--- config.mk ---
export PLATFORM = sky130hd
export DESIGN_NAME = occgrid_div
export DESIGN_NICKNAME = d
export VERILOG_FILES = /design/src/hdl/occgrid_pkg.sv /design/src/hdl/occgrid_div.sv
export SDC_FILE = /design/constraint.sdc
export NUM_CORES = 1
export LEC_CHECK = 0
export ABC_AREA = 1
export BUFFER_PORTS_ARGS = -buffer_cell sky130_fd_sc_hd__buf_2
export CORE_MARGIN = 4
export CORE_UTILIZATION = 35
export CTS_CLUSTER_DIAMETER = 100
export DETAILED_ROUTE_END_ITERATION = 12
export SLEW_MARGIN = 10
export SYNTH_ARGS = -nofsm -noshare
export SYNTH_HDL_FRONTEND = slang
export SYNTH_SLANG_ARGS = --single-unit
--- constraint.sdc ---
create_clock -name clk -period 2.1 [get_ports clk]
set_input_delay 0.105 -clock clk [delete_from_list [all_inputs] [get_ports clk]]
set_output_delay 0.105 -clock clk [all_outputs]
set_load 0.05 [all_outputs]
--- src/hdl/occgrid_pkg.sv ---
// ----------------------------------------------------------------------------
// occgrid_pkg
// shared constants for the occupancy grid block and its seed snap logic
// ----------------------------------------------------------------------------
package occgrid_pkg;

	localparam int DEF_MAX_GRID_W   = 256;
	localparam int DEF_MAX_GRID_H   = 256;
	localparam int DEF_SEARCH_RADIUS = 3;

	localparam int COORD_W  = 24;
	localparam int CS_W     = 23;
	localparam int DIM_W    = 9;
	localparam int DIMC_W   = 13;
	localparam int MARGIN_W = 8;
	localparam int CELL_W   = 8;
	localparam int DIFF_W   = COORD_W + 1;
	localparam int DIV_NW   = 26;
	localparam int DIV_DW   = 24;
	localparam int RES_W    = 28;

	localparam int CFG_IDX_W  = 3;
	localparam int CFG_DATA_W = 24;

	localparam logic [CFG_IDX_W-1:0] CFG_ORIGIN_X    = 3'd0;
	localparam logic [CFG_IDX_W-1:0] CFG_ORIGIN_Z    = 3'd1;
	localparam logic [CFG_IDX_W-1:0] CFG_CELL_SIZE   = 3'd2;
	localparam logic [CFG_IDX_W-1:0] CFG_GRID_WIDTH  = 3'd3;
	localparam logic [CFG_IDX_W-1:0] CFG_GRID_HEIGHT = 3'd4;

	localparam logic [1:0] KIND_BOX    = 2'd0;
	localparam logic [1:0] KIND_SNAP   = 2'd1;
	localparam logic [1:0] KIND_SEED   = 2'd2;
	localparam logic [1:0] KIND_NONE   = 2'd3;

	localparam logic [CS_W-1:0]  CS_RESET  = 23'd256;
	localparam logic [DIM_W-1:0] DIM_RESET = 9'd256;

endpackage

--- src/hdl/occgrid_div.sv ---
// ----------------------------------------------------------------------------
// occgrid_div
// restoring unsigned divider, one quotient bit per cycle
// ----------------------------------------------------------------------------
module occgrid_div (
	input  logic                            clk,
	input  logic                            arst_n,
	input  logic                            load,
	input  logic [occgrid_pkg::DIV_NW-1:0]  num,
	input  logic [occgrid_pkg::DIV_DW-1:0]  den,
	output logic                            done,
	output logic [occgrid_pkg::DIV_NW-1:0]  quo
);
	import occgrid_pkg::*;

	localparam int CNT_W = $clog2(DIV_NW + 1);

	logic [CNT_W-1:0]  cnt_q;
	logic [DIV_DW-1:0] rem_q;
	logic [DIV_NW-1:0] quo_q;
	logic [DIV_DW-1:0] den_q;
	logic              done_q;
	logic [DIV_DW:0]   trial;
	logic              fits;

	assign trial = {rem_q, quo_q[DIV_NW-1]};
	assign fits  = trial >= {1'b0, den_q};

	always_ff @(posedge clk or negedge arst_n) begin
		if (!arst_n) begin
			cnt_q  <= '0;
			done_q <= 1'b0;
		end else begin
			done_q <= 1'b0;
			if (load) begin
				cnt_q <= CNT_W'(DIV_NW);
			end else if (cnt_q != '0) begin
				cnt_q <= cnt_q - 1'b1;
				if (cnt_q == CNT_W'(1)) begin
					done_q <= 1'b1;
				end
			end
		end
	end

	always_ff @(posedge clk) begin
		if (load) begin
			rem_q <= '0;
			quo_q <= num;
			den_q <= den;
		end else if (cnt_q != '0) begin
			rem_q <= fits ? DIV_DW'(trial - {1'b0, den_q}) : trial[DIV_DW-1:0];
			quo_q <= {quo_q[DIV_NW-2:0], fits};
		end
	end

	assign done = done_q;
	assign quo  = quo_q;

endmodule

==> results_dict.tcl, run 1 <==
set metrics [dict create \
    path_class "flip-flop to flip-flop" \
    critPathLaunchType "flip-flop" \
    maxSlewHeadroom_pct 67.3 \
    worstSetupEndpointType "flip-flop" \
    power_density_mw_per_mm2 1240 \
    die_h_um 130 \
    synth_seq_cells 80 \
    avgViaCountPerCell 4.62 \
    skew_ns 0.00877 \
    critPathArrivalTime_ns 2.26 \
    gp_routability_congestion 0.896 \
    cts_num_sinks 80 \
    cp_max_fo 3 \
    die_w_um 130 \
    fmax_mhz 498 \
    ir_drop_uv 487 \
    ant_nets 0 \
    yosys_most_used_dff "edfxtp_1" \
    synth_commonest_cells "nand2_1 (330), inv_1 (130), edfxtp_1 (50), nand3_1 (50), nand4_1 (30)" \
    min_period_ns 2.01 \
    yosys.area.top_type "edfxtp_1" \
    p_total_mw 8.45 \
    utilization_pct 46.7 \
    finalMaxSlewViolations 0 \
    ios 80 \
    h-tree-depth 3 \
    fin_nets 947 \
    ys_top_cells_by_area "edfxtp_1 (29%), nand2_1 (24%), inv_1 (9.3%)" \
    synth.distinct_cells 33 \
    syn_area_sq_mm 0.00523 \
    via_count 4877 \
    cts_made_buffers 9 \
    hpwl_um 9990 \
    synth_top_area_share_pct 28.7 \
    globalRouteMet2Util_pct 27.0 \
    status "finished, final reports clean" \
    maxCapViolCount 0 \
    synth_edf_count 50 \
    synthArstFlopShare_pct 7.50 \
    fillers 1498 \
    finalHoldViolCount 0 \
    clockBufferDepth 2 \
    p_leak_nw 3.61 \
    tightest_slew_ns 0.490 \
    port_buffers 79 \
    grt_pass1_wl_um 22300 \
    gr-total-overflow 0 \
    yosys_warnings 0 \
    synth_most_common_cell "nand2_1" \
    wl_per_cell_um 13.1 \
    antenna_found_initial 0 \
    drive_above_1_share_pct 19.6 \
    fp.coreArea_sq_mm 0.0146 \
    min_path_type "primary input to flip-flop" \
    use_met3_pct 4.38 \
    tritoncts "done" \
    synth_seq_area_share_pct 40.8 \
    diodes 0 \
    path_clk_slew_ns 0.07 \
    worstPathRequired_ns 2.35 \
    synth_cells 747 \
    grtUsageTotal_pct 16.8 \
    area.growth.synth_to_final_pct 30.2 \
    syn_area_per_cell_sq_um 7.00 \
    tns_ns 0 \
    std_cell_rows 44 \
    first_iter_violations 290 \
    holdWs_ns 0.0155 \
    start_util_pct 35.8 \
    synth_fp_nets 828 \
    clock_latency_ns 0.35 \
    gr-max-usage-layer "met2" \
    setup_viol 0 \
    grt_max_degree 29 \
    grtUsageMet1_pct 22.2 \
    final.period_utilization_pct 95.7 \
    drcViolationCount 0 \
    cts_root_buf "clkbuf_16" \
    grt_pass1_vias 4668 \
    die_area_sq_mm 0.0170 \
    drt_wl_total_um 13800 \
    first_pass_iters 5 \
]
-- power breakdown --
part	internal (mW)	total (mW)	leakage [nW]	switching (mW)
combinational	1.83	4.50	2.67	2.66
clock	0.950	1.67	0.151	0.716
sequential	2.01	2.29	0.789	0.285
-- cell families (layout without fill, tap and decap cells) --
| logic type | count (synthesis) | in the layout | synth area share, % |
|---|---|---|---|
| DFF | 80 | 80 | 40.8 |
| AOI/OAI and AO/OA | 18 | 18 | 2.11 |
| xor gates and xnor gates | 10 | 10 | 1.68 |
| buffers and inverters | 156 | 280 | 11.7 |
| and+or+nand+nor | 455 | 455 | 36.9 |
| adders and majority gates | 28 | 28 | 6.85 |
-- sequential cells by signal, summed over array words and instances, names as in the netlist --
| signal | flops |
|---|---|
| cnt_q | 5 |
| den_q | 24 |
| done | 1 |
| quo | 26 |
| rem_q | 24 |
-- final timing paths --
| check | start | endpoint | slack (ns) | depth (start not counted) |
|---|---|---|---|---|
| min in group asynchronous | arst_n | cnt_q[0] | 0.12 | 2 |
| worst min-delay path | num[12] | quo[12] | 0.02 | 3 |
| worst max register to register | den_q[0] | rem_q[18] | 0.09 | 13 |
| max in group asynchronous | arst_n | cnt_q[1] | 1.83 | 2 |
| worst min register to register | rem_q[4] | rem_q[4] | 0.47 | 2 |
| worst max-delay path | den_q[0] | rem_q[18] | 0.09 | 13 |
-- cell usage in the layout (no fill, tap or decap), types with 7 or more instances in the layout --
cell and instances:
nor2_1 24, buf_2 79, inv_2 8, nand3_1 45, inv_1 127, clkbuf_16 10, nand4_1 30, a21oi_1 10
ha_4 11, ha_1 13, xnor2_1 8, nand2_2 11, edfxtp_1 50, nand3b_1 7, buf_4 13, dfxtp_1 24
nand2_1 319, dlygate4sd3_1 25
-- worst max-delay path, cell delays in order (launching register included) --
cell      delay, ns
edfxtp_1       0.41
ha_4           0.19
fa_2           0.41
inv_2          0.10
buf_4          0.11
nand3_1        0.07
nand3_1        0.16
nand2_1        0.11
nand2_1        0.08
nand2_1        0.05
nand2_1        0.05
nand2_1        0.05
nand3_1        0.06
nand2_1        0.05
-- layout make-up --
type	instances	area (sq um)	share of cell area [%]
multi-input combinational	511	2730	40.1
tap	184	230	3.38
inverter	138	518	7.61
timing repair buffer	126	888	13.1
clock inverter	7	86.3	1.27
clock buffer	9	225	3.31
sequential	80	2130	31.3
-- metrics by stage --
| step | setup WS [ns] | cell area [sq um] | std cells |
|---|---|---|---|
| 2_1_floorplan | -0.00154 | 5240 | 747 |
| 3_3_place_gp | 0.102 | 5950 | 1010 |
| 3_5_place_dp | 0.0664 | 5950 | 1010 |
| 4_1_cts | 0.0500 | 6510 | 1051 |
| 5_1_grt | -0.0415 | 6810 | 1055 |
| 6_report | 0.0910 | 6810 | 1055 |
-- metal layers --
metal | vias up | part of all wire, %
met4 | 0 | 1.3
met2 | 112 | 45
met5 | - | 0
met3 | 15 | 5.7
li1 | 2568 | -
met1 | 2182 | 48
-- timing repair --
item	in CTS	in global routing
endpoints found under the hold margin	30	0
gates resized for setup	0	51
hold buffers	25	0
setup buffers	0	3
setup endpoints to repair	0	25
(Power assumes the default switching activity.)
==> run 2: changes to the inputs <==
PLACE_DENSITY = 0.64   (was not set)
==> run 2 against run 1 <==
Clock-buffer cell count unchanged. Worst setup slack better by 0.011 ns. Worst hold slack improved by 0.0060 ns. Utilization is 0.52 points lower. Non-clock buffer count down 3.
==> results_dict.tcl, run 2 (same netlist as run 1, synthesis figures left out) <==
set metrics [dict create \
    reg2reg_from "den_q[15]" \
    final.period_utilization_pct 95.1 \
    tritoncts "done" \
    r2r_cells 13 \
    design_area_sq_mm 0.00673 \
    tightest_slew_ns 0.486 \
    die_area_sq_mm 0.0170 \
    cp_max_fo 8 \
    diodes 0 \
    die_h_um 130 \
    rsz0062_at_grt "yes" \
    fillers 1473 \
    first_iter_violations 256 \
    grt_pass1_wl_um 22500 \
    power_density_mw_per_mm2 1250 \
    grt_pass1_vias 4772 \
    crit_path_start "den_q[15]" \
    hold_depth 3 \
    min-delay-start "num[1]" \
    fin_nets 944 \
    crit_slowest_cell "edfxtp_1" \
    worstSetupEndpointType "flip-flop" \
    cts_made_buffers 9 \
    crit_path_frequent_cell "nand2_1" \
    port_buffers 79 \
    cts_num_sinks 80 \
    p_leak_nw 3.58 \
    hpwl_um 10000 \
    layout_commonest_cell "nand2_1" \
    antenna_found_initial 0 \
    min_to "quo[1]" \
    drive_above_1_share_pct 18.5 \
    fin_ws_ns 0.102 \
    dp_slack_ns 0.111 \
    ant_nets 0 \
    slowest_delay_ns 0.33 \
    area.growth.synth_to_final_pct 28.8 \
    skew_ns 0.0108 \
    path_clk_slew_ns 0.07 \
    grtUsageTotal_pct 16.8 \
    cts_root_buf "clkbuf_16" \
    drcViolationCount 0 \
    worstPathCellList "inv_1 -> ha_1 -> nand2_2 -> inv_2 -> nand2_1 -> nand2_1 -> clkinv_1 -> nand2_2 -> a21oi_4 -> nand3_4 -> buf_12 -> nand2_1 -> nand2_1" \
    setup_viol 0 \
    min_period_ns 2.00 \
    holdWs_ns 0.0215 \
    regToRegSetupSlack_ns 0.10 \
    grt_max_degree 29 \
    h-tree-depth 3 \
    r2r-end "quo[0]" \
    maxSlewHeadroom_pct 67.5 \
    via_count 4886 \
    critPathArrivalTime_ns 2.11 \
    dp.cells 1009 \
    drt_wl_total_um 13700 \
    critPathLaunchType "flip-flop" \
    utilization_pct 46.1 \
    wl_per_cell_um 13.0 \
    status "finished, final reports clean" \
    finalHoldViolCount 0 \
    fmax_mhz 500 \
    worstPathRequired_ns 2.22 \
    gr-total-overflow 0 \
    ios 80 \
    instances_no_fill 1052 \
    fp.coreArea_sq_mm 0.0146 \
    std_cell_rows 44 \
    first_pass_iters 5 \
    min_path_type "primary input to flip-flop" \
    gp_routability_congestion 0.941 \
    ir_drop_uv 530 \
    clockBufferDepth 2 \
    start_util_pct 35.8 \
    finalMaxSlewViolations 0 \
    largest_reg_flops 26 \
    clock_latency_ns 0.35 \
    avgViaCountPerCell 4.64 \
    place_area_sq_mm 0.00593 \
    die_w_um 130 \
    maxCapViolCount 0 \
    final_cell_mix "nand2_1 (323), inv_1 (128), buf_2 (79)" \
    path_class "flip-flop to flip-flop" \
]
[run 2: cell count changes in the layout (fill, tap and decap cells not counted), moves of 3 or more]
cell,before,now
nand2_1,319,323
nor2_1,24,21
ha_4,11,8
nand2_2,11,7
nor2_4,0,3
[run 2: layout make-up]
type                       instances  area, sq um  area share [%]
multi-input combinational        511         2680            39.9
clock inverter                     7         85.1            1.26
sequential                        80         2130            31.7
timing repair buffer             123          857            12.7
tap                              184          230            3.42
inverter                         138          518            7.70
clock buffer                       9          225            3.35
[run 2: worst max path at each step]
stage,endpoint,cells past startpoint
floorplan,rem_q[12],15
global placement,quo[0],13
detailed placement,rem_q[20],12
CTS,quo[0],13
global route,rem_q[11],12
finish,quo[0],13
[run 2: per-layer routing]
metal	up-vias	part of all wire, %	GRT usage (%)
met5	-	0	0
met2	132	44	26.9
met1	2179	48	22.6
met4	0	1.4	5.01
li1	2560	-	-
met3	15	6.3	3.93
[run 2: through the flow]
stage / total power, mW / setup TNS [ns]
5_1_grt: 9.12 / -0.746
4_1_cts: 7.98 / 0
6_report: 8.40 / 0
2_1_floorplan: 5.22 / -0.00154
3_3_place_gp: 6.20 / 0
3_5_place_dp: 6.24 / 0
[run 2: critical path, delay by kind of cell (launching register included)]
family	cells	cell delay (ns)
AO/OA/AOI/OAI	1	0.23
adder cells (fa/ha/maj)	1	0.33
buffers and inverters	4	0.31
flip-flops	1	0.33
AND/OR/NAND/NOR	7	0.57
[run 2: what timing repair did]
item,in CTS,in global routing
hold buffers,25,0
endpoints found under the setup margin,0,25
resized for setup,0,43
endpoints found under the hold margin,30,0
buffers inserted,0,1
[run 2: power breakdown]
group	switching [mW]	internal [mW]	total [mW]
sequential	0.271	2.01	2.28
clock	0.733	0.947	1.68
combinational	2.65	1.80	4.44
